**src/sv/gge_pkg.sv**
```systemverilog
package gge_pkg;

  localparam int BLOCK_MAX = 64;
  localparam int LEN_W = 7;
  localparam int NUM_CFG = 8;
  localparam int CFG_IDX_W = 3;

  localparam logic [CFG_IDX_W-1:0] CFG_RATIO_A = 3'd0;
  localparam logic [CFG_IDX_W-1:0] CFG_PEAK_ATT = 3'd2;
  localparam logic [CFG_IDX_W-1:0] CFG_PEAK_REL = 3'd3;
  localparam logic [CFG_IDX_W-1:0] CFG_GAIN_ATT_A = 3'd4;
  localparam logic [CFG_IDX_W-1:0] CFG_GAIN_REL_A = 3'd6;

  localparam logic [31:0] CFG_RESET [NUM_CFG] = '{
    32'd1047904911, 32'd1051260355, 32'd1065353216, 32'd1065350183,
    32'd984498811, 32'd1065353216, 32'd1065351699, 32'd1065351699
  };

  localparam logic [31:0] F_SNAP = 32'h3780_0000;
  localparam logic [31:0] F_SNAP_NEG = 32'hB780_0000;
  localparam logic [31:0] F_SMALL = 32'h3C80_0000;
  localparam logic [31:0] F_SMALL_NEG = 32'hBC80_0000;
  localparam logic [31:0] F_STEP = 32'h3C00_0000;
  localparam logic [31:0] F_SPAN = 32'h4300_0000;
  localparam logic [31:0] F_TINY = 32'h3400_0000;
  localparam logic [31:0] F_DEFAULT_NAN = 32'hFFC0_0000;
  localparam logic [31:0] F_QUIET = 32'h0040_0000;
  localparam logic [31:0] EXP_MASK = 32'h7F80_0000;
  localparam logic [31:0] SIGN_MASK = 32'h8000_0000;

  typedef logic [NUM_CFG-1:0][31:0] cfg_t;

  typedef struct packed {
    logic             band;
    logic             start;
    logic             fin;
    logic [LEN_W-1:0] len;
    logic [31:0]      target;
    logic [31:0]      detect;
    logic [31:0]      left;
    logic [31:0]      right;
  } item_t;

  typedef enum logic [1:0] {FP_ADD, FP_SUB, FP_MUL} fp_op_t;

  typedef enum logic [4:0] {
    S_IDLE, S_DIFF, S_CLS, S_INC, S_SPAN, S_RSET, S_CUR, S_THR,
    S_PSUB, S_PMUL, S_PADD, S_PREL, S_GSEL, S_GSUM, S_GPROD, S_GSUB,
    S_GREL, S_LEFT, S_RIGHT, S_DONE
  } seq_t;

  function automatic logic is_nan(input logic [31:0] x);
    return (x[30:23] == 8'hFF) && (x[22:0] != 23'd0);
  endfunction

  function automatic logic [31:0] flush(input logic [31:0] x);
    return ((x & EXP_MASK) == 32'd0) ? (x & SIGN_MASK) : x;
  endfunction

  function automatic logic fp_lt(input logic [31:0] a, input logic [31:0] b);
    logic [31:0] ka;
    logic [31:0] kb;
    ka = a[31] ? ~a : (a | SIGN_MASK);
    kb = b[31] ? ~b : (b | SIGN_MASK);
    if (is_nan(a) || is_nan(b)) return 1'b0;
    if ((a[30:0] == 31'd0) && (b[30:0] == 31'd0)) return 1'b0;
    return ka < kb;
  endfunction

  // Value is m / 2^47 * 2^(e - 127); round to nearest even.
  function automatic logic [31:0] fp_round(input logic s, input logic signed [11:0] e,
                                           input logic [47:0] m);
    logic [5:0] lz;
    logic [47:0] mn;
    logic signed [11:0] en;
    logic signed [11:0] rsh;
    logic [47:0] m2;
    logic st;
    logic [7:0] ef;
    logic up;
    logic [30:0] mag;
    lz = 6'd0;
    for (int i = 0; i < 48; i++) begin
      if (m[i]) lz = 6'(47 - i);
    end
    mn = m << lz;
    en = e - $signed({6'd0, lz});
    rsh = 12'sd1 - en;
    st = 1'b0;
    if (en >= 12'sd1) begin
      m2 = mn;
      ef = en[7:0];
    end else begin
      ef = 8'd0;
      if (rsh >= 12'sd48) begin
        m2 = 48'd0;
        st = |mn;
      end else begin
        m2 = mn >> rsh[5:0];
        st = |(mn & ((48'd1 << rsh[5:0]) - 48'd1));
      end
    end
    if (m == 48'd0) return {s, 31'd0};
    if (en >= 12'sd255) return {s, 8'hFF, 23'd0};
    up = m2[23] & ((|m2[22:0]) | st | m2[24]);
    mag = {ef, m2[46:24]} + {30'd0, up};
    return {s, mag};
  endfunction

  function automatic logic [31:0] fp_mul(input logic [31:0] a, input logic [31:0] b);
    logic s;
    logic a_inf, b_inf, a_zero, b_zero;
    logic [23:0] ma, mb;
    logic [7:0] ea, eb;
    logic signed [11:0] e;
    s = a[31] ^ b[31];
    a_inf = (a[30:23] == 8'hFF) && (a[22:0] == 23'd0);
    b_inf = (b[30:23] == 8'hFF) && (b[22:0] == 23'd0);
    a_zero = a[30:0] == 31'd0;
    b_zero = b[30:0] == 31'd0;
    ma = {a[30:23] != 8'd0, a[22:0]};
    mb = {b[30:23] != 8'd0, b[22:0]};
    ea = (a[30:23] == 8'd0) ? 8'd1 : a[30:23];
    eb = (b[30:23] == 8'd0) ? 8'd1 : b[30:23];
    e = $signed({4'd0, ea}) + $signed({4'd0, eb}) - 12'sd126;
    if (is_nan(a)) return a | F_QUIET;
    if (is_nan(b)) return b | F_QUIET;
    if ((a_inf && b_zero) || (a_zero && b_inf)) return F_DEFAULT_NAN;
    if (a_inf || b_inf) return {s, 8'hFF, 23'd0};
    if (a_zero || b_zero) return {s, 31'd0};
    return fp_round(s, e, ma * mb);
  endfunction

  function automatic logic [31:0] fp_add(input logic [31:0] a, input logic [31:0] b);
    logic a_inf, b_inf;
    logic [31:0] big, sml;
    logic [7:0] eg, es, diff;
    logic [47:0] xb, xs0, xs, m;
    logic st;
    a_inf = (a[30:23] == 8'hFF) && (a[22:0] == 23'd0);
    b_inf = (b[30:23] == 8'hFF) && (b[22:0] == 23'd0);
    if (a[30:0] >= b[30:0]) begin
      big = a;
      sml = b;
    end else begin
      big = b;
      sml = a;
    end
    eg = (big[30:23] == 8'd0) ? 8'd1 : big[30:23];
    es = (sml[30:23] == 8'd0) ? 8'd1 : sml[30:23];
    diff = eg - es;
    xb = {1'b0, big[30:23] != 8'd0, big[22:0], 23'd0};
    xs0 = {1'b0, sml[30:23] != 8'd0, sml[22:0], 23'd0};
    if (diff >= 8'd48) begin
      xs = 48'd0;
      st = |xs0;
    end else begin
      xs = xs0 >> diff[5:0];
      st = |(xs0 & ((48'd1 << diff[5:0]) - 48'd1));
    end
    xs[0] = xs[0] | st;
    m = (a[31] == b[31]) ? (xb + xs) : (xb - xs);
    if (is_nan(a)) return a | F_QUIET;
    if (is_nan(b)) return b | F_QUIET;
    if (a_inf && b_inf && (a[31] != b[31])) return F_DEFAULT_NAN;
    if (a_inf) return a;
    if (b_inf) return b;
    if (m == 48'd0) return {a[31] & b[31], 31'd0};
    return fp_round(big[31], $signed({4'd0, eg}) + 12'sd1, m);
  endfunction

  function automatic logic [31:0] len_to_float(input logic [LEN_W-1:0] n);
    logic [2:0] msb;
    logic [22:0] frac;
    msb = 3'd0;
    for (int i = 0; i < LEN_W; i++) begin
      if (n[i]) msb = 3'(i);
    end
    frac = 23'({16'd0, n} << (5'd23 - {2'd0, msb}));
    if (n == '0) return 32'd0;
    return {1'b0, 8'd127 + {5'd0, msb}, frac};
  endfunction

endpackage

```
**src/sv/gge_front.sv**
```systemverilog
module gge_front (
  input  logic                      clk,
  input  logic                      rst,
  input  logic                      sample_valid,
  output logic                      sample_stall,
  input  logic                      band,
  input  logic                      block_start,
  input  logic                      block_end,
  input  logic [gge_pkg::LEN_W-1:0] block_length,
  input  logic [31:0]               target_level,
  input  logic [31:0]               detect_level,
  input  logic [31:0]               left_in,
  input  logic [31:0]               right_in,
  output logic                      q_valid,
  output gge_pkg::item_t            q_item,
  input  logic                      q_pop
);
  import gge_pkg::*;

  item_t      slots [2];
  logic       wr_ptr;
  logic       rd_ptr;
  logic [1:0] count;
  logic       push;
  item_t      incoming;

  assign sample_stall = count == 2'd2;
  assign push = sample_valid && !sample_stall;
  assign q_valid = count != 2'd0;
  assign q_item = slots[rd_ptr];

  always_comb begin
    incoming.band = band;
    incoming.start = block_start;
    incoming.fin = block_end;
    incoming.len = (block_length > LEN_W'(BLOCK_MAX)) ? LEN_W'(BLOCK_MAX) : block_length;
    incoming.target = target_level;
    incoming.detect = detect_level;
    incoming.left = left_in;
    incoming.right = right_in;
  end

  always_ff @(posedge clk) begin
    if (push) begin
      slots[wr_ptr] <= incoming;
    end
  end

  always_ff @(posedge clk) begin
    if (rst) begin
      wr_ptr <= 1'b0;
      rd_ptr <= 1'b0;
      count <= 2'd0;
    end else begin
      if (push) wr_ptr <= !wr_ptr;
      if (q_pop) rd_ptr <= !rd_ptr;
      count <= count + {1'b0, push} - {1'b0, q_pop};
    end
  end

endmodule

```
**config.mk**
```make
export PLATFORM = sky130hd
export DESIGN_NAME = gge_front
export DESIGN_NICKNAME = d
export VERILOG_FILES = /design/src/sv/gge_pkg.sv /design/src/sv/gge_front.sv
export SDC_FILE = /design/constraint.sdc
export NUM_CORES = 1
export LEC_CHECK = 0
export CORE_MARGIN = 8
export CORE_UTILIZATION = 61
export DETAILED_ROUTE_END_ITERATION = 6
export DONT_BUFFER_PORTS = 1
export PLACE_DENSITY = 0.77
export SLEW_MARGIN = 20
export SYNTH_ARGS = -nofsm -noshare
export SYNTH_HDL_FRONTEND = slang
export SYNTH_SLANG_ARGS = --single-unit
export TNS_END_PERCENT = 50
```
**constraint.sdc**
```tcl
create_clock -name clk -period 5.55 [get_ports clk]
set_input_delay 0.8325 -clock clk [delete_from_list [all_inputs] [get_ports clk]]
set_output_delay 0.8325 -clock clk [all_outputs]
set_load 0.01 [all_outputs]
```
Word level (Yosys, flattened, before mapping)
Memory sizes are Yosys's and may differ from the RTL's. A register that Yosys moved wholly into a read port is not among the register bits.
Index checks and enable logic that the tools add are counted.
Operators by class
  $add $sub $neg: 2
  reduce and logical (&&, ||, !) cells: 5
  order comparisons: 1
  eq/ne operators: 1
  multiplexer cells: 5
Operators with widths (number)
  greater-than comparator 7 bit (second input constant): 1
  two-way mux 7 bit: 1
  two-way mux 1 bit: 4
  logical NOT 1 bit: 3
  adder 2 x 1 -> 2 bit: 1
  equality test 2 bit (second input constant): 1
  nonzero test 2 bit: 1
  subtractor 2 x 1 -> 2 bit: 1
  logical AND 1 bit: 1
Storage, ports and cells
  memories kept: 1
  memory bits (writable): 276
  input port bits: 142
  output and inout bits: 140
  register bits after elaboration: 4
Memories
  slots: words 2, width 138, rd ports 1, clocked after memory_dff 1, wr ports 1, RTL line gge_front.sv:20  | item_t slots [2];

Logic depth before layout (Yosys ltp)
  word-level depth: 5
  depth in mapped cells: 8
  gate-level depth less buffers: 8

Worst setup path before layout
No wires, ideal clock.
  kind: input port to flip-flop
  from: input sample_valid
  to: memory slots[1][0] (netlist bit), enable pin
  slack: 0.981 ns
  data arrival time: 4.055 ns
  required time: 5.035 ns
  library setup time: 0.515 ns
  stages: 1
  path through: and3_1
Between the ends
  cells in the longest elaborated chain, start to end: 3
Ends and longest elaborated chain
  from (decl): RTL line gge_front.sv:4  | input logic sample_valid,
  logical AND 1 bit: RTL line gge_front.sv:28  | assign push = sample_valid && !sample_stall;
  two-way mux 1 bit: RTL line gge_front.sv:44  | if (push) begin
  two-way mux 1 bit (implied by the code): RTL line gge_front.sv:45  | slots[wr_ptr] <= incoming;
  to (decl): RTL line gge_front.sv:20
Every way passes these cells.

==> results by stage <==
Floorplan:
- The height of the die is 146 microns.
- For this design the top-level I/O count stands at 282.
- The floorplan step set the die width to 146 microns.
- The total die area is 21300 sq um.
- For this configuration, the core starts out at a cell density of 0.622.
- Row generation in the floorplan step produced 47 rows.
- In this run the standard cell core region covers 16500 sq um.

Worst setup path:
- On the worst path, the slowest cell contributes a delay of 0.67 ns.
- The launching point of the worst reg2reg path is count[0]$_SDFF_PP0_.
- For flop-to-flop paths, the worst setup slack is 2.91 ns.
- Traced cell by cell, the critical path runs through buf_4 -> mux2_2.
- The path depth of the worst reg2reg path is 5.
- The worst setup path is launched from a flip-flop.
- The start-to-end type of the worst setup path is flip-flop to output port.
- On the critical path, the stage with the largest delay is an instance of sky130_fd_sc_hd__dfxtp_4.
- The worst endpoint data arrival time is 2.33 ns.
- The endpoint identified for the worst register-to-register timing path is slots[0][69]$_DFFE_PP_.
- The destination of the critical timing path is q_item[50].
- The worst setup path is captured at an output port.
- The data required time of the critical path is 4.72 ns.
- Along the worst path, the maximum fanout reaches 54.

Detailed routing:
- The detail route stage leaves a number of antenna-violating nets equal to 0.
- The pre-antenna-repair detailed-routing pass consisted of 4 iterations.
- The total wire length after detailed routing is 18700 microns.
- The routed length per placed instance is 25.9 microns.
- The remaining routing DRC violations is 0.
- In the routed layout, each cell is associated on average with a via count of 5.80.
- The via count of the routed design is 4185.
- The starting DRC count in detailed routing is 195.

Layout:
- In the final layout, the share of cells above drive strength 1 is 0.365.
- The signed area change from the synthesized netlist to the final layout is 9.21%.
- The repair_antennas step left the layout with diodes totalling 0.
- The post-route core utilization is 0.679.
- The number of nets in the layout is 624.
- The leading cell type in the layout, fill and taps excluded is sky130_fd_sc_hd__edfxtp_1.
- The library cells used most frequently in the layout, excluding fill and tap cells, are sky130_fd_sc_hd__edfxtp_1, sky130_fd_sc_hd__mux2_2, sky130_fd_sc_hd__clkbuf_16.

Synthesis:
- The mean instance size in the synthesized netlist is 22.2 sq um.
- When the netlist entered floorplanning its net count stood at 606.
- After synthesis the cells add up to 10300 sq um.
- In the synthesized netlist, the number of instances is 462.
- The number of flip-flops and latches in the synthesized netlist is 281.
- The number of distinct library cell variants in the gate-level netlist after synthesis is 21.
- Of the synthesized area, sequential elements account for 0.816.
- The Yosys step of the flow raised 0 warnings.

Power and ir drop:
- Summed over all cells, the static leakage comes to 0.00363 uW.
- The maximum ir drop on the vdd rail is 0.000407 V.
- In this run the power density over the cells is 419 nW/um^2.
- Total power for the finished layout comes to 4700 uW.

Place:
- Timing analysis after detailed placement gives a worst setup slack of 2.58 ns.
- The placed wire-length estimate is 12500 microns.
- The number of buffers inserted by port buffering is 0.
- The final weighted congestion in routability-driven placement is 0.760.

CTS:
- The post-cts hold buffer count is 0.
- No sink is reached through more buffers than the 3 on the longest clock path.
- TritonCTS built the clock tree.
- The count of H-tree levels built during CTS is 1.
- Clock tree synthesis found a total of 281 sinks.
- The number of instances resized during post-cts repair is 0.
- Once the clock tree was built, the setup fixing pass inserted 0 buffers.
- The number of buffers added by the clock tree synthesis step is 27.
- The tree is rooted in a sky130_fd_sc_hd__clkbuf_16.
- Clock latency on the worst-skew pair, taken at its later pin, is 0.51 ns.
- The clock-pin slew of the registers on the worst-case setup and hold paths is 0.06 ns.

Timing:
- The worst pin sits at a relative slew slack of 0.348.
- The final-layout setup total negative slack is 0 ns.
- The post-route minimum period is 3.16 ns.
- The count of endpoints failing hold in the final timing report came to 0.
- Once routing completed, OpenROAD measured the worst setup slack at 2.39 ns.
- Setup violations remaining at the end of the flow were counted as 0.
- The post-route clock period utilization is 0.570.
- For the final database, setup skew stands at 0.00816 ns.
- The total count of max-transition violations in the final report came to 0.
- Setup repair after global routing left no endpoint under its margin.
- At the pin with the least slew margin, the transition time is 0.979 ns.
- Derived from the worst setup path, the maximum achievable clock frequency is 316 MHz.

Global routing:
- The number of antenna violations at the first check in global routing is 0.
- The number of global-route vias before repair came to 4318.
- Entering global routing, the biggest net connects 102 pins.
- Global routing finished with a remaining overflow of 0.
- The total global-route track usage is 0.165.
- The global-route wire length before repair is 26700 microns.

Run:
- The tool flagged a number of max-cap violations equal to 0.

Worst hold path:
- The tightest min-delay check is of the input port to flip-flop type.

Status:
- The run finished with clean final reports.
-- power by group --
group	internal (uW)	leakage, uW	switching, uW
sequential	2570	0.00262	55.0
clock	894	0.000382	710
combinational	161	0.000634	306
total	3630	0.00363	1070
-- sequential cells by signal (all words and copies together) (netlist names), named ones only --
register  cells
count         2
rd_ptr        1
slots       276
wr_ptr        1
-- how the worst min path moves through the flow --
stage | slack (ns) | cells after the start | startpoint | to
final | 0.37 | 1 | rst | flip-flop
after global routing | 0.36 | 1 | rst | flip-flop
after CTS | 0.35 | 1 | rst | flip-flop
after detailed placement | 0.48 | 2 | wr_ptr$_SDFFE_PP0P_ | wr_ptr$_SDFFE_PP0P_
after global placement | 0.47 | 2 | wr_ptr$_SDFFE_PP0P_ | wr_ptr$_SDFFE_PP0P_
after floorplan | 0.45 | 2 | wr_ptr$_SDFFE_PP0P_ | wr_ptr$_SDFFE_PP0P_
-- cell usage after synthesis --
master | n | area [sq um]
sky130_fd_sc_hd__nor3_1 | 1 | 5.00
sky130_fd_sc_hd__and3_1 | 1 | 6.26
sky130_fd_sc_hd__inv_1 | 4 | 15.0
sky130_fd_sc_hd__o21ai_0 | 1 | 5.00
sky130_fd_sc_hd__xnor2_1 | 1 | 8.76
sky130_fd_sc_hd__a21oi_1 | 1 | 5.00
sky130_fd_sc_hd__nand2_1 | 1 | 3.75
sky130_fd_sc_hd__edfxtp_1 | 276 | 8290
sky130_fd_sc_hd__or3_1 | 1 | 6.26
sky130_fd_sc_hd__or2_2 | 1 | 6.26
sky130_fd_sc_hd__buf_2 | 1 | 5.00
sky130_fd_sc_hd__and2_1 | 1 | 6.26
sky130_fd_sc_hd__clkbuf_1 | 1 | 3.75
sky130_fd_sc_hd__nand2b_2 | 1 | 8.76
sky130_fd_sc_hd__mux2_2 | 138 | 1550
sky130_fd_sc_hd__buf_6 | 14 | 158
sky130_fd_sc_hd__dfxtp_1 | 5 | 100
sky130_fd_sc_hd__nor2_1 | 3 | 11.3
sky130_fd_sc_hd__nor2b_1 | 7 | 43.8
sky130_fd_sc_hd__xor2_1 | 1 | 8.76
sky130_fd_sc_hd__ha_1 | 2 | 25.0
-- cell type report --
type                            count  area [sq um]
Fill cell                        1007          5310
Tap cell                          220           275
Clock buffer                       33           698
Multi-Input combinational cell    161          1710
Sequential cell                   281          8390
Timing Repair Buffer                5          37.5
Clock inverter                     17          87.6
Inverter                            4          20.0
-- metrics by stage --
step           std cells  instance area [sq um]  hold slack (ns)
2_1_floorplan        462                  10300            0.452
3_3_place_gp         671                  10400            0.471
3_5_place_dp         671                  10400            0.482
4_1_cts              721                  11200            0.354
5_1_grt              721                  11200            0.359
6_report             721                  11200            0.373
-- cell families after synthesis --
logic type               after synthesis  share of synthesized area
AO/OA/AOI/OAI                          2                   0.000973
adder cells (fa/ha/maj)                2                    0.00244
XOR/XNOR                               2                    0.00171
flip-flops                           281                      0.816
buffers and inverters                 20                     0.0177
multiplexers                         138                      0.151
AND/OR/NAND/NOR                       17                    0.00950
-- per-layer routing --
layer / GRT usage / wire [microns] / vias up
li1: - / - / 1859
met1: 0.159 / 6020 / 2099
met3: 0.0958 / 2580 / 29
met2: 0.289 / 9630 / 198
met5: 0 / 0 / -
met4: 0.0578 / 428 / 0
-- critical path, delay by kind of cell, from the launching register on --
family | cells | cell delay, ns
buffers and inverters | 1 | 0.65
muxes | 1 | 0.46
DFF | 1 | 0.67
Power figures use the tool's default switching activity.
