### src/sv/gge_pkg.sv
package gge_pkg;

  localparam int BLOCK_MAX = 64;
  localparam int LEN_W = 7;
  localparam int NUM_CFG = 8;
  localparam int CFG_IDX_W = 3;

  localparam logic [CFG_IDX_W-1:0] CFG_RATIO_A = 3'd0;
  localparam logic [CFG_IDX_W-1:0] CFG_PEAK_ATT = 3'd2;
  localparam logic [CFG_IDX_W-1:0] CFG_PEAK_REL = 3'd3;
  localparam logic [CFG_IDX_W-1:0] CFG_GAIN_ATT_A = 3'd4;
  localparam logic [CFG_IDX_W-1:0] CFG_GAIN_REL_A = 3'd6;

  localparam logic [31:0] CFG_RESET [NUM_CFG] = '{
    32'd1047904911, 32'd1051260355, 32'd1065353216, 32'd1065350183,
    32'd984498811, 32'd1065353216, 32'd1065351699, 32'd1065351699
  };

  localparam logic [31:0] F_SNAP = 32'h3780_0000;
  localparam logic [31:0] F_SNAP_NEG = 32'hB780_0000;
  localparam logic [31:0] F_SMALL = 32'h3C80_0000;
  localparam logic [31:0] F_SMALL_NEG = 32'hBC80_0000;
  localparam logic [31:0] F_STEP = 32'h3C00_0000;
  localparam logic [31:0] F_SPAN = 32'h4300_0000;
  localparam logic [31:0] F_TINY = 32'h3400_0000;
  localparam logic [31:0] F_DEFAULT_NAN = 32'hFFC0_0000;
  localparam logic [31:0] F_QUIET = 32'h0040_0000;
  localparam logic [31:0] EXP_MASK = 32'h7F80_0000;
  localparam logic [31:0] SIGN_MASK = 32'h8000_0000;

  typedef logic [NUM_CFG-1:0][31:0] cfg_t;

  typedef struct packed {
    logic             band;
    logic             start;
    logic             fin;
    logic [LEN_W-1:0] len;
    logic [31:0]      target;
    logic [31:0]      detect;
    logic [31:0]      left;
    logic [31:0]      right;
  } item_t;

  typedef enum logic [1:0] {FP_ADD, FP_SUB, FP_MUL} fp_op_t;

  typedef enum logic [4:0] {
    S_IDLE, S_DIFF, S_CLS, S_INC, S_SPAN, S_RSET, S_CUR, S_THR,
    S_PSUB, S_PMUL, S_PADD, S_PREL, S_GSEL, S_GSUM, S_GPROD, S_GSUB,
    S_GREL, S_LEFT, S_RIGHT, S_DONE
  } seq_t;

  function automatic logic is_nan(input logic [31:0] x);
    return (x[30:23] == 8'hFF) && (x[22:0] != 23'd0);
  endfunction

  function automatic logic [31:0] flush(input logic [31:0] x);
    return ((x & EXP_MASK) == 32'd0) ? (x & SIGN_MASK) : x;
  endfunction

  function automatic logic fp_lt(input logic [31:0] a, input logic [31:0] b);
    logic [31:0] ka;
    logic [31:0] kb;
    ka = a[31] ? ~a : (a | SIGN_MASK);
    kb = b[31] ? ~b : (b | SIGN_MASK);
    if (is_nan(a) || is_nan(b)) return 1'b0;
    if ((a[30:0] == 31'd0) && (b[30:0] == 31'd0)) return 1'b0;
    return ka < kb;
  endfunction

  // Value is m / 2^47 * 2^(e - 127); round to nearest even.
  function automatic logic [31:0] fp_round(input logic s, input logic signed [11:0] e,
                                           input logic [47:0] m);
    logic [5:0] lz;
    logic [47:0] mn;
    logic signed [11:0] en;
    logic signed [11:0] rsh;
    logic [47:0] m2;
    logic st;
    logic [7:0] ef;
    logic up;
    logic [30:0] mag;
    lz = 6'd0;
    for (int i = 0; i < 48; i++) begin
      if (m[i]) lz = 6'(47 - i);
    end
    mn = m << lz;
    en = e - $signed({6'd0, lz});
    rsh = 12'sd1 - en;
    st = 1'b0;
    if (en >= 12'sd1) begin
      m2 = mn;
      ef = en[7:0];
    end else begin
      ef = 8'd0;
      if (rsh >= 12'sd48) begin
        m2 = 48'd0;
        st = |mn;
      end else begin
        m2 = mn >> rsh[5:0];
        st = |(mn & ((48'd1 << rsh[5:0]) - 48'd1));
      end
    end
    if (m == 48'd0) return {s, 31'd0};
    if (en >= 12'sd255) return {s, 8'hFF, 23'd0};
    up = m2[23] & ((|m2[22:0]) | st | m2[24]);
    mag = {ef, m2[46:24]} + {30'd0, up};
    return {s, mag};
  endfunction

  function automatic logic [31:0] fp_mul(input logic [31:0] a, input logic [31:0] b);
    logic s;
    logic a_inf, b_inf, a_zero, b_zero;
    logic [23:0] ma, mb;
    logic [7:0] ea, eb;
    logic signed [11:0] e;
    s = a[31] ^ b[31];
    a_inf = (a[30:23] == 8'hFF) && (a[22:0] == 23'd0);
    b_inf = (b[30:23] == 8'hFF) && (b[22:0] == 23'd0);
    a_zero = a[30:0] == 31'd0;
    b_zero = b[30:0] == 31'd0;
    ma = {a[30:23] != 8'd0, a[22:0]};
    mb = {b[30:23] != 8'd0, b[22:0]};
    ea = (a[30:23] == 8'd0) ? 8'd1 : a[30:23];
    eb = (b[30:23] == 8'd0) ? 8'd1 : b[30:23];
    e = $signed({4'd0, ea}) + $signed({4'd0, eb}) - 12'sd126;
    if (is_nan(a)) return a | F_QUIET;
    if (is_nan(b)) return b | F_QUIET;
    if ((a_inf && b_zero) || (a_zero && b_inf)) return F_DEFAULT_NAN;
    if (a_inf || b_inf) return {s, 8'hFF, 23'd0};
    if (a_zero || b_zero) return {s, 31'd0};
    return fp_round(s, e, ma * mb);
  endfunction

  function automatic logic [31:0] fp_add(input logic [31:0] a, input logic [31:0] b);
    logic a_inf, b_inf;
    logic [31:0] big, sml;
    logic [7:0] eg, es, diff;
    logic [47:0] xb, xs0, xs, m;
    logic st;
    a_inf = (a[30:23] == 8'hFF) && (a[22:0] == 23'd0);
    b_inf = (b[30:23] == 8'hFF) && (b[22:0] == 23'd0);
    if (a[30:0] >= b[30:0]) begin
      big = a;
      sml = b;
    end else begin
      big = b;
      sml = a;
    end
    eg = (big[30:23] == 8'd0) ? 8'd1 : big[30:23];
    es = (sml[30:23] == 8'd0) ? 8'd1 : sml[30:23];
    diff = eg - es;
    xb = {1'b0, big[30:23] != 8'd0, big[22:0], 23'd0};
    xs0 = {1'b0, sml[30:23] != 8'd0, sml[22:0], 23'd0};
    if (diff >= 8'd48) begin
      xs = 48'd0;
      st = |xs0;
    end else begin
      xs = xs0 >> diff[5:0];
      st = |(xs0 & ((48'd1 << diff[5:0]) - 48'd1));
    end
    xs[0] = xs[0] | st;
    m = (a[31] == b[31]) ? (xb + xs) : (xb - xs);
    if (is_nan(a)) return a | F_QUIET;
    if (is_nan(b)) return b | F_QUIET;
    if (a_inf && b_inf && (a[31] != b[31])) return F_DEFAULT_NAN;
    if (a_inf) return a;
    if (b_inf) return b;
    if (m == 48'd0) return {a[31] & b[31], 31'd0};
    return fp_round(big[31], $signed({4'd0, eg}) + 12'sd1, m);
  endfunction

  function automatic logic [31:0] len_to_float(input logic [LEN_W-1:0] n);
    logic [2:0] msb;
    logic [22:0] frac;
    msb = 3'd0;
    for (int i = 0; i < LEN_W; i++) begin
      if (n[i]) msb = 3'(i);
    end
    frac = 23'({16'd0, n} << (5'd23 - {2'd0, msb}));
    if (n == '0) return 32'd0;
    return {1'b0, 8'd127 + {5'd0, msb}, frac};
  endfunction

endpackage

### src/sv/gge_fpu.sv
module gge_fpu (
  input  gge_pkg::fp_op_t op,
  input  logic [31:0]     a,
  input  logic [31:0]     b,
  output logic [31:0]     res
);
  import gge_pkg::*;

  logic [31:0] b_neg;

  assign b_neg = is_nan(b) ? b : (b ^ SIGN_MASK);

  always_comb begin
    case (op)
      FP_ADD: res = fp_add(a, b);
      FP_SUB: res = fp_add(a, b_neg);
      FP_MUL: res = fp_mul(a, b);
      default: res = fp_add(a, b);
    endcase
  end

endmodule

### src/sv/gge_back.sv
module gge_back (
  input  logic           clk,
  input  logic           rst,
  input  gge_pkg::cfg_t  cfg,
  input  logic           q_valid,
  input  gge_pkg::item_t q_item,
  output logic           q_pop,
  output logic           result_valid,
  input  logic           result_stall,
  output logic [31:0]    left_out,
  output logic [31:0]    right_out
);
  import gge_pkg::*;

  seq_t        state;
  seq_t        state_next;
  item_t       it;
  fp_op_t      op;
  logic [31:0] fa;
  logic [31:0] fb;
  logic [31:0] res;
  logic [31:0] ramp_value [2];
  logic [31:0] ramp_increment [2];
  logic [31:0] peak_follower [2];
  logic [31:0] gain_follower [2];
  logic [31:0] ramp_counter;
  logic [31:0] dlt;
  logic [31:0] tmp;
  logic [31:0] tmp2;
  logic [31:0] cur;
  logic [31:0] thr;
  logic [31:0] pk;
  logic [31:0] gn;
  logic        fine_step;
  logic        snap;
  logic        go_out;
  logic [31:0] ratio;
  logic [31:0] g_att;
  logic [31:0] g_rel;

  gge_fpu u_fpu (.op(op), .a(fa), .b(fb), .res(res));

  assign ratio = cfg[CFG_RATIO_A + {2'd0, it.band}];
  assign g_att = cfg[CFG_GAIN_ATT_A + {2'd0, it.band}];
  assign g_rel = cfg[CFG_GAIN_REL_A + {2'd0, it.band}];
  assign snap = fp_lt(dlt, F_SNAP) && fp_lt(F_SNAP_NEG, dlt);
  assign go_out = !result_valid || !result_stall;

  always_ff @(posedge clk) begin
    if (rst) begin
      state <= S_IDLE;
    end else begin
      state <= state_next;
    end
  end

  always_comb begin
    state_next = state;
    op = FP_ADD;
    fa = 32'd0;
    fb = 32'd0;
    q_pop = 1'b0;
    case (state)
      S_IDLE: begin
        if (q_valid) begin
          q_pop = 1'b1;
          state_next = q_item.start ? S_DIFF : S_CUR;
        end
      end
      S_DIFF: begin
        op = FP_SUB;
        fa = it.target;
        fb = ramp_value[it.band];
        state_next = S_CLS;
      end
      S_CLS: begin
        state_next = (snap || (ramp_counter != 32'd0)) ? S_CUR : S_INC;
      end
      S_INC: begin
        op = FP_MUL;
        fa = dlt;
        fb = fine_step ? F_SMALL : F_STEP;
        state_next = S_SPAN;
      end
      S_SPAN: begin
        op = FP_MUL;
        fa = ramp_increment[it.band];
        fb = fine_step ? len_to_float(it.len) : F_SPAN;
        state_next = S_RSET;
      end
      S_RSET: begin
        op = FP_SUB;
        fa = it.target;
        fb = tmp;
        state_next = S_CUR;
      end
      S_CUR: begin
        fa = ramp_value[it.band];
        fb = ramp_increment[it.band];
        state_next = S_THR;
      end
      S_THR: begin
        op = FP_MUL;
        fa = cur;
        fb = ratio;
        state_next = fp_lt(peak_follower[it.band], it.detect) ? S_PSUB : S_PREL;
      end
      S_PSUB: begin
        op = FP_SUB;
        fa = it.detect;
        fb = peak_follower[it.band];
        state_next = S_PMUL;
      end
      S_PMUL: begin
        op = FP_MUL;
        fa = tmp;
        fb = cfg[CFG_PEAK_ATT];
        state_next = S_PADD;
      end
      S_PADD: begin
        fa = peak_follower[it.band];
        fb = tmp;
        state_next = S_GSEL;
      end
      S_PREL: begin
        op = FP_MUL;
        fa = peak_follower[it.band];
        fb = cfg[CFG_PEAK_REL];
        state_next = S_GSEL;
      end
      S_GSEL: begin
        state_next = fp_lt(thr, pk) ? S_GSUM : S_GREL;
      end
      S_GSUM: begin
        fa = g_att;
        fb = gain_follower[it.band];
        state_next = S_GPROD;
      end
      S_GPROD: begin
        op = FP_MUL;
        fa = gain_follower[it.band];
        fb = g_att;
        state_next = S_GSUB;
      end
      S_GSUB: begin
        op = FP_SUB;
        fa = tmp;
        fb = tmp2;
        state_next = S_LEFT;
      end
      S_GREL: begin
        op = FP_MUL;
        fa = gain_follower[it.band];
        fb = g_rel;
        state_next = S_LEFT;
      end
      S_LEFT: begin
        op = FP_MUL;
        fa = flush(it.left);
        fb = flush(gn);
        state_next = S_RIGHT;
      end
      S_RIGHT: begin
        op = FP_MUL;
        fa = flush(it.right);
        fb = flush(gn);
        state_next = S_DONE;
      end
      S_DONE: begin
        if (go_out) state_next = S_IDLE;
      end
      default: state_next = S_IDLE;
    endcase
  end

  always_ff @(posedge clk) begin
    if (rst) begin
      for (int i = 0; i < 2; i++) begin
        ramp_value[i] <= 32'd0;
        ramp_increment[i] <= 32'd0;
        peak_follower[i] <= 32'd0;
        gain_follower[i] <= 32'd0;
      end
      ramp_counter <= 32'd0;
      result_valid <= 1'b0;
    end else begin
      if (result_valid && !result_stall) result_valid <= 1'b0;
      case (state)
        S_CLS: begin
          if (snap) begin
            ramp_counter <= 32'd0;
            ramp_increment[it.band] <= 32'd0;
            ramp_value[it.band] <= it.target;
          end else if (ramp_counter != 32'd0) begin
            ramp_counter <= ramp_counter + {25'd0, it.len};
          end
        end
        S_INC: ramp_increment[it.band] <= res;
        S_RSET: begin
          ramp_value[it.band] <= res;
          ramp_counter <= {25'd0, it.len};
        end
        S_CUR: ramp_value[it.band] <= res;
        S_DONE: begin
          if (go_out) begin
            peak_follower[it.band] <= (it.fin && fp_lt(pk, F_TINY)) ? 32'd0 : pk;
            gain_follower[it.band] <= (it.fin && fp_lt(gn, F_TINY)) ? 32'd0 : gn;
            result_valid <= 1'b1;
          end
        end
        default: ;
      endcase
    end
  end

  always_ff @(posedge clk) begin
    case (state)
      S_IDLE: if (q_pop) it <= q_item;
      S_DIFF: dlt <= res;
      S_CLS: fine_step <= fp_lt(dlt, F_SMALL) && fp_lt(F_SMALL_NEG, dlt);
      S_SPAN, S_PSUB, S_PMUL, S_GSUM: tmp <= res;
      S_RSET: tmp <= res;
      S_CUR: cur <= res;
      S_THR: thr <= res;
      S_PADD, S_PREL: pk <= res;
      S_GPROD: tmp2 <= res;
      S_GSUB, S_GREL: gn <= res;
      S_LEFT: tmp <= flush(res);
      S_RIGHT: tmp2 <= flush(res);
      S_DONE: begin
        if (go_out) begin
          left_out <= tmp;
          right_out <= tmp2;
        end
      end
      default: ;
    endcase
  end

`ifndef SYNTHESIS
  a_pop_idle: assert property (@(posedge clk) disable iff (rst)
    q_pop |-> (state == S_IDLE && q_valid))
    else $error("queue popped outside idle");

  a_counter_hold: assert property (@(posedge clk) disable iff (rst)
    (state != S_CLS && state != S_RSET) |=> $stable(ramp_counter))
    else $error("ramp counter changed outside set-up");

  a_result_from_done: assert property (@(posedge clk) disable iff (rst)
    $rose(result_valid) |-> $past(state) == S_DONE)
    else $error("result beat raised without a finished item");

  a_no_overwrite: assert property (@(posedge clk) disable iff (rst)
    (state == S_DONE && result_valid && result_stall) |=> state == S_DONE)
    else $error("finished item left while output beat stalled");
`endif

endmodule

### config.mk
export PLATFORM = sky130hd
export DESIGN_NAME = gge_back
export DESIGN_NICKNAME = d
export VERILOG_FILES = /design/src/sv/gge_pkg.sv /design/src/sv/gge_fpu.sv /design/src/sv/gge_back.sv
export SDC_FILE = /design/constraint.sdc
export NUM_CORES = 2
export LEC_CHECK = 0
export BUFFER_PORTS_ARGS = -buffer_cell sky130_fd_sc_hd__buf_2
export CAP_MARGIN = 30
export CORE_UTILIZATION = 24
export CTS_CLUSTER_SIZE = 14
export DETAILED_ROUTE_END_ITERATION = 6
export GPL_TIMING_DRIVEN = 0
export PLACE_DENSITY_LB_ADDON = 0.15
export SLEW_MARGIN = 20
export SYNTH_ARGS = -nofsm -noshare
export SYNTH_HDL_FRONTEND = slang
export SYNTH_SLANG_ARGS = --single-unit
### constraint.sdc
create_clock -name clk -period 27.1 [get_ports clk]
set_input_delay 5.42 -clock clk [delete_from_list [all_inputs] [get_ports clk]]
set_output_delay 5.42 -clock clk [all_outputs]
set_load 0.01 [all_outputs]
==> Word level (Yosys, flattened, before mapping) <==
Memories as Yosys holds them, arrays and structs flattened. A register that Yosys moved wholly into a read port is not among the register bits.
Cells that the tools add are included.
{ "totals": {"reg_bits": 464, "mem_count": 4, "output_inout_bits": 66, "mem_bits_rw": 256} }
{ "memory_table": {"columns": ["memory", "words", "width", "rd", "rd_clocked_by_memory_dff", "write_ports", "line_no", "rtl"], "rows": [
  ["gain_follower", 2, 32, 1, 1, 2, "gge_back.sv:25", "logic [31:0] gain_follower [2];"],
  ["peak_follower", 2, 32, 1, 1, 2, "gge_back.sv:24", "logic [31:0] peak_follower [2];"],
  ["ramp_increment", 2, 32, 1, 1, 2, "gge_back.sv:23", "logic [31:0] ramp_increment [2];"],
  ["ramp_value", 2, 32, 1, 1, 2, "gge_back.sv:22", "logic [31:0] ramp_value [2];"]
]} }
{ "classes": {"n_mux": 715, "n_reduce_logical": 120, "shifts": 19, "n_addsub": 38, "multipliers": 1, "n_eq_ne": 37, "n_bitwise": 35, "magnitude_cmp": 28} }
{ "ops": {"columns": ["operator", "count"], "rows": [
  ["32-bit 2-to-1 mux", 99],
  ["47-bit 2-to-1 mux", 35],
  ["6-bit 2-to-1 mux", 219],
  ["48-bit OR reduction", 11],
  ["32-bit one-hot mux with 14 select lines", 1],
  ["48-bit 2-to-1 mux", 9],
  ["32-bit one-hot mux with 12 select lines", 1],
  ["1-bit by 6-bit << shifter with 48-bit output, first input constant", 7],
  ["48-bit by 1-bit subtractor with 48-bit output, second input constant", 7],
  ["8-bit 2-to-1 mux", 39],
  ["1-bit 2-to-1 mux", 282],
  ["31-bit 2-to-1 mux", 9],
  ["23-bit nonzero test", 9],
  ["48-bit bitwise AND", 4],
  ["32-bit binary-select mux with 3-bit select", 2],
  ["48-bit zero test", 4],
  ["32-bit inverter", 6],
  ["32-bit one-hot mux with 2 select lines", 3],
  ["48-bit by 6-bit << shifter with 48-bit output", 4],
  ["48-bit by 6-bit >> shifter with 47-bit output", 4],
  ["31-bit zero test", 6],
  ["47-bit by 48-bit adder with 48-bit output", 3],
  ["47-bit by 48-bit bitwise AND with 48-bit output", 3],
  ["47-bit by 6-bit >> shifter with 48-bit output", 3],
  ["69 further kinds", 223]
]} }

==> Depth between registers and ports, before layout <==
{ "depth": {"word_depth": 116, "depth_mapped": 109, "mapped_depth_nobuf": 92} }

==> Cells and area by module <==
Synthesis repeated with hierarchy kept, for this count alone.
{ "unflattened": {"cells_unflattened": 13206, "hier_area_um2": 106865.0} }
{ "by_module_without_submodules": {"columns": ["mod", "seq_area_each_um2", "cells_per_inst", "instances", "area_each_um2"], "rows": [
  ["gge_fpu", 0.0, 10372, 1, 71479.8],
  ["gge_back", 21260.4, 2834, 1, 35385.2]
]} }

==> Least setup slack after synthesis <==
Ideal clock, no wire load.
{ "synth_path": {"path_kind": "input port to flip-flop", "from": "in cfg[175] in the netlist's numbering", "to": "reg tmp2[17] (data pin)", "setup_time_ns": 0.255, "cell_stages": 90, "path_buffers": 17, "arrival_time_ns": 24.369, "setup_slack_ns": 2.477, "path_cell_list": "mux2_2 -> a22o_1 -> a221oi_1 -> nand4b_1 -> buf_2 -> buf_1 -> ha_1 -> nand2_1 -> nor4_1 -> and4_1 -> a311oi_1 -> a21boi_2 -> o41a_1 -> nand2_1 -> clkbuf_1 -> buf_2 -> buf_1 -> nor2_1 -> (+54 left out) -> and4b_1 -> a31oi_1 -> nand3_1 -> nor2_1 -> clkbuf_1 -> a222oi_1 -> nor2_1 -> ha_1 -> o21ai_1 -> nor4b_2 -> buf_2 -> and4_1 -> o221a_2 -> a22oi_1 -> a21oi_1 -> nand4_2 -> buf_6 -> and2_1"} }
{ "synth_between": {"elab_chain_cells": 105, "elab_cells_between_ends": 710, "classes_between": "add/sub: 31; mul: 1; order compare: 17; eq/ne: 2; shift: 18; mux: 561; bitwise: 22; reduce/logical: 58"} }
{ "synth_rtl": {"columns": ["item", "line_no", "rtl"], "rows": [
  ["start: declaration", "gge_back.sv:4", "input gge_pkg::cfg_t cfg,"],
  ["32-bit binary-select mux with 3-bit select, on equally long branches", "gge_back.sv:45, gge_back.sv:44", null],
  ["32-bit 2-to-1 mux, on equally long branches", "gge_back.sv:45, gge_back.sv:44", null],
  ["32-bit one-hot mux with 14 select lines", "gge_back.sv:63", "case (state)"],
  ["32-bit 2-to-1 mux", "gge_fpu.sv:11", "assign b_neg = is_nan(b) ? b : (b ^ SIGN_MASK);"],
  ["31-bit greater-or-equal comparator", "gge_pkg.sv:142", "if (a[30:0] >= b[30:0]) begin"],
  ["32-bit 2-to-1 mux / 31-bit 2-to-1 mux (equally long branches)", "gge_pkg.sv:142", null],
  ["32-bit 2-to-1 mux / 31-bit 2-to-1 mux (equally long branches)", "gge_fpu.sv:14", "case (op)"],
  ["8-bit zero test, on equally long branches", "gge_pkg.sv:149, gge_pkg.sv:150", null],
  ["(+90 left out)", null, null],
  ["32-bit 2-to-1 mux", "gge_pkg.sv:166", "if (a_inf) return a;"],
  ["32-bit 2-to-1 mux", "gge_pkg.sv:165", "if (a_inf && b_inf && (a[31] != b[31])) return F_DEFAULT_NAN;"],
  ["32-bit 2-to-1 mux", "gge_pkg.sv:164", "if (is_nan(b)) return b | F_QUIET;"],
  ["32-bit one-hot mux with 3 select lines *", "gge_fpu.sv:14", null],
  ["via res[26]", "gge_back.sv:21", "logic [31:0] res;"],
  ["32-bit zero test *", "gge_pkg.sv:57", "return ((x & EXP_MASK) == 32'd0) ? (x & SIGN_MASK) : x;"],
  ["31-bit 2-to-1 mux *", "gge_pkg.sv:57", null],
  ["32-bit one-hot mux with 2 select lines *", "gge_back.sv:217", "case (state)"],
  ["end signal: assignment", "gge_back.sv:226", "S_GPROD: tmp2 <= res;"],
  ["end signal: assignment", "gge_back.sv:229", "S_RIGHT: tmp2 <= flush(res);"],
  ["end: declaration", "gge_back.sv:29", "logic [31:0] tmp2;"]
]} }
The timed path passes the listed nets; every way through them passes the cells marked *. The select of a mux whose other input is x is not followed.
A chain may end at the register's enable or synchronous reset.

==> Worst setup path after layout <==
{ "layout_path": {"from": "in cfg[128] in the netlist's numbering", "to": "reg tmp2[3] (data pin)"} }
{ "layout_between": {"elab_cells_between_ends": 725, "classes_between": "add/sub: 31; mul: 1; order compare: 17; eq/ne: 2; shift: 18; mux: 576; bitwise: 22; reduce/logical: 58"} }
{ "layout_rtl": {"columns": ["item", "line_no", "rtl"], "rows": [
  ["32-bit binary-select mux with 3-bit select, on equally long branches", "gge_back.sv:45, gge_back.sv:44", null],
  ["32-bit 2-to-1 mux, on equally long branches", "gge_back.sv:45, gge_back.sv:44", null],
  ["32-bit one-hot mux with 14 select lines", "gge_back.sv:63", null],
  ["32-bit 2-to-1 mux", "gge_fpu.sv:11", null],
  ["31-bit greater-or-equal comparator", "gge_pkg.sv:142", null],
  ["32-bit 2-to-1 mux / 31-bit 2-to-1 mux (equally long branches)", "gge_pkg.sv:142", null],
  ["32-bit 2-to-1 mux / 31-bit 2-to-1 mux (equally long branches)", "gge_fpu.sv:14", null],
  ["8-bit zero test, on equally long branches", "gge_pkg.sv:149, gge_pkg.sv:150", null],
  ["(+89 left out)", null, null],
  ["32-bit 2-to-1 mux", "gge_pkg.sv:167", "if (b_inf) return b;"],
  ["32-bit 2-to-1 mux", "gge_pkg.sv:166", null],
  ["32-bit 2-to-1 mux", "gge_pkg.sv:165", null],
  ["32-bit 2-to-1 mux", "gge_pkg.sv:164", null],
  ["32-bit one-hot mux with 3 select lines *", "gge_fpu.sv:14", null],
  ["via res[3]", "gge_back.sv:21", null],
  ["31-bit 2-to-1 mux", "gge_pkg.sv:57", null],
  ["32-bit one-hot mux with 2 select lines *", "gge_back.sv:217", null]
]} }
Marked as above.

==> results_dict.tcl <==
set metrics [dict create \
    final_area_mm2 0.117 \
    period_minus_slack_ns 27.02 \
    dp_slack_ns -10.64 \
    postPlaceCellArea_mm2 0.111 \
    finalHoldViolCount 0 \
    max_cap_viol_count 0 \
    initial_core_util_pct 24.1 \
    io_buffers 463 \
    cts_tree "built" \
    rows 235 \
    crit_path_max_fanout 17 \
    synth.distinct_cells 140 \
    finClkSkew_ns 0.0397 \
    synthArstFlopShare_pct 0 \
    die-area_mm2 0.415 \
    htreeDepth 3 \
    worstMarginPinSlew_ns 1.20 \
    fin_nets 14418 \
    synth_top_family_by_area "compound AO/OA/AOI/OAI gates" \
    fin_setup_tns_ns 0 \
    crit_path_end_kind "register" \
    syn_inst 12255 \
    synth_commonest_cells "nand2_1, nor2_1, a21oi_1" \
    synth_xor_xnor_area_share_pct 3.26 \
    finalMaxSlewViolations 0 \
    status "complete, but fails checks" \
    synth-simple-area-share_pct 23.1 \
    syn_area_mm2 0.0989 \
    synthFlopType "edfxtp_1" \
    drc 8 \
    drive_gt1_share_pct 14.9 \
    antenna_found_initial 40 \
    worstPathArrival_ns 27.45 \
    syn_avg_cell_area_um2 8.07 \
    path_delay_family "compound AO/OA/AOI/OAI gates" \
    synth_mux_area_share_pct 5.25 \
    path_clk_slew_ns 0.07 \
    slowest_stage "a211oi_1" \
    die_x_um 644 \
    final_util_pct 28.5 \
    viasPerCell 6.13 \
    ys_seq_elements 721 \
    clk_latency_ns 0.70 \
    synth_compound_area_share_pct 26.1 \
    seq_area_frac_synth_pct 21.5 \
    synth_top_area_share_pct 20.7 \
    firstDrtPassIters 7 \
    place_congestion 1.03 \
    period_share_pct 99.7 \
    relSlewSlack_pct 19.7 \
    cts_sinks 721 \
    vias 114390 \
    gr-usage-all-layers_pct 31.2 \
    routed_wl_um 678000 \
    grt.overflow.total 0 \
    drtAntennaViolNets 0 \
    hold_class "register to register" \
    clk_path_buf_depth 3 \
    routedWlPerCell_um 36.4 \
    finalSetupViolations 0 \
    nFillCells 44775 \
    syn_to_final_growth_pct 18.2 \
    violations "design-rule violations" \
    dp_hpwl_um 557000 \
    crit_required_ns 27.53 \
    io_pins 464 \
    synth_area_leader_cell "edfxtp_1" \
    die_h_um 644 \
    cts-root-buf "clkbuf_16" \
    fin_ws_ns 0.0781 \
    drt_iter0_drc 15736 \
    grt_pass1_vias 107917 \
    yosys-top-cells-area "edfxtp_1, fa_1, nand2_1" \
    slowest_delay_ns 1.03 \
    ys_warn_count 0 \
    cts_hold_buf 0 \
    synth_edf_count 682 \
    fmax_ghz 0.0370 \
    yosys.area_share.adder_pct 15.0 \
    grt_max_degree 48 \
    cp_num_buf_inv 14 \
    critical_path_class "input port to register" \
    grt_pass1_wl_um 921000 \
    synth_fp_nets 13544 \
    cts_buffers 69 \
    start_kind "input port" \
    synth_most_common_cell "nand2_1" \
    coreArea_mm2 0.410 \
]
==> flip-flops by register name, indices dropped and copies added (netlist names), named ones only <==
signal	cells
tmp2	32
dlt	32
ramp_increment	64
result_valid	1
peak_follower	64
it	137
gain_follower	64
thr	32
fine_step	1
cur	32
tmp	32
ramp_value	64
gn	32
ramp_counter	32
right_out	32
state	5
left_out	32
pk	32
==> metal layers <==
| layer | wire, um | GRT usage, % | vias to the layer above | share of wire (%) |
|---|---|---|---|---|
| li1 | - | - | 47799 | - |
| met1 | 277000 | 40.7 | 57567 | 41 |
| met2 | 294000 | 48.8 | 7402 | 43 |
| met3 | 61200 | 5.42 | 1602 | 9.0 |
| met4 | 46200 | 17.2 | 20 | 6.8 |
| met5 | 137 | 0 | - | 0.020 |
==> area by class of cell <==
type | count | area (um2) | share of cell area (%)
multi-input combinational | 10079 | 74700 | 63.9
sequential | 721 | 21300 | 18.2
tap | 5451 | 6820 | 5.83
timing repair buffer | 824 | 5900 | 5.04
buffer | 836 | 3710 | 3.18
inverter | 598 | 2310 | 1.97
clock buffer | 84 | 1780 | 1.52
clock inverter | 37 | 390 | 0.334
antenna | 21 | 52.6 | 0.0449
==> worst register-to-register path, delay by kind of cell (launching register included) <==
kind | cells | cell delay (ns)
mux | 1 | 0.45
xor+xnor | 1 | 0.88
flops | 1 | 0.44
buf+inv | 21 | 6.84
simple gates | 21 | 4.39
compound gates | 35 | 11.39
fa+ha+maj | 4 | 1.21
==> path summary, 6_finish.rpt <==
path	to	depth (start not counted)	slack [ns]	start
setup reg to reg	tmp2[3]$_DFFE_PP_	83	1.29	state[1]$_SDFFE_PP0P_
hold reg to reg	right_out[9]$_DFFE_PP_	0	0.47	tmp2[9]$_DFFE_PP_
setup / recovery	tmp2[3]$_DFFE_PP_	76	0.08	cfg[128]
hold / removal	right_out[9]$_DFFE_PP_	0	0.47	tmp2[9]$_DFFE_PP_
==> timing repair <==
item / CTS / global route
gates resized for setup: 373 / 203
setup buffers: 88 / 46
pin swaps: 52 / 33
endpoints found under the setup margin: 352 / 341
==> per-stage QoR <==
stage / hold WS [ns] / cells
after floorplan: 0.425 / 12255
after global placement: 0.444 / 18169
after detailed placement: 0.450 / 18373
after CTS: 0.474 / 18570
after global routing: 0.494 / 18632
final: 0.471 / 18651
==> cell usage in the layout, fill, tap and decap left out, types with 187 or more instances in the layout <==
| master | count |
|---|---|
| nand2_1 | 1365 |
| nor2_1 | 1053 |
| edfxtp_1 | 682 |
| a21oi_1 | 653 |
| buf_2 | 630 |
| o21ai_0 | 590 |
| inv_1 | 551 |
| fa_1 | 488 |
| clkbuf_1 | 485 |
| nor3_1 | 402 |
| ha_1 | 397 |
| nand3_1 | 368 |
| and2_1 | 338 |
| mux2i_1 | 301 |
| buf_4 | 234 |
| o211ai_1 | 205 |
| xnor2_1 | 196 |
| a22oi_1 | 188 |
| nand4_1 | 187 |
==> cells by family after synthesis <==
family,after synthesis
compound gates,3664
xor+xnor,367
fa+ha+maj,894
buf+inv,1455
flops,721
mux,461
simple gates,4693
Power is not shown: default switching activity piles up to over one toggle a cycle in this logic, so the estimate is an artifact.
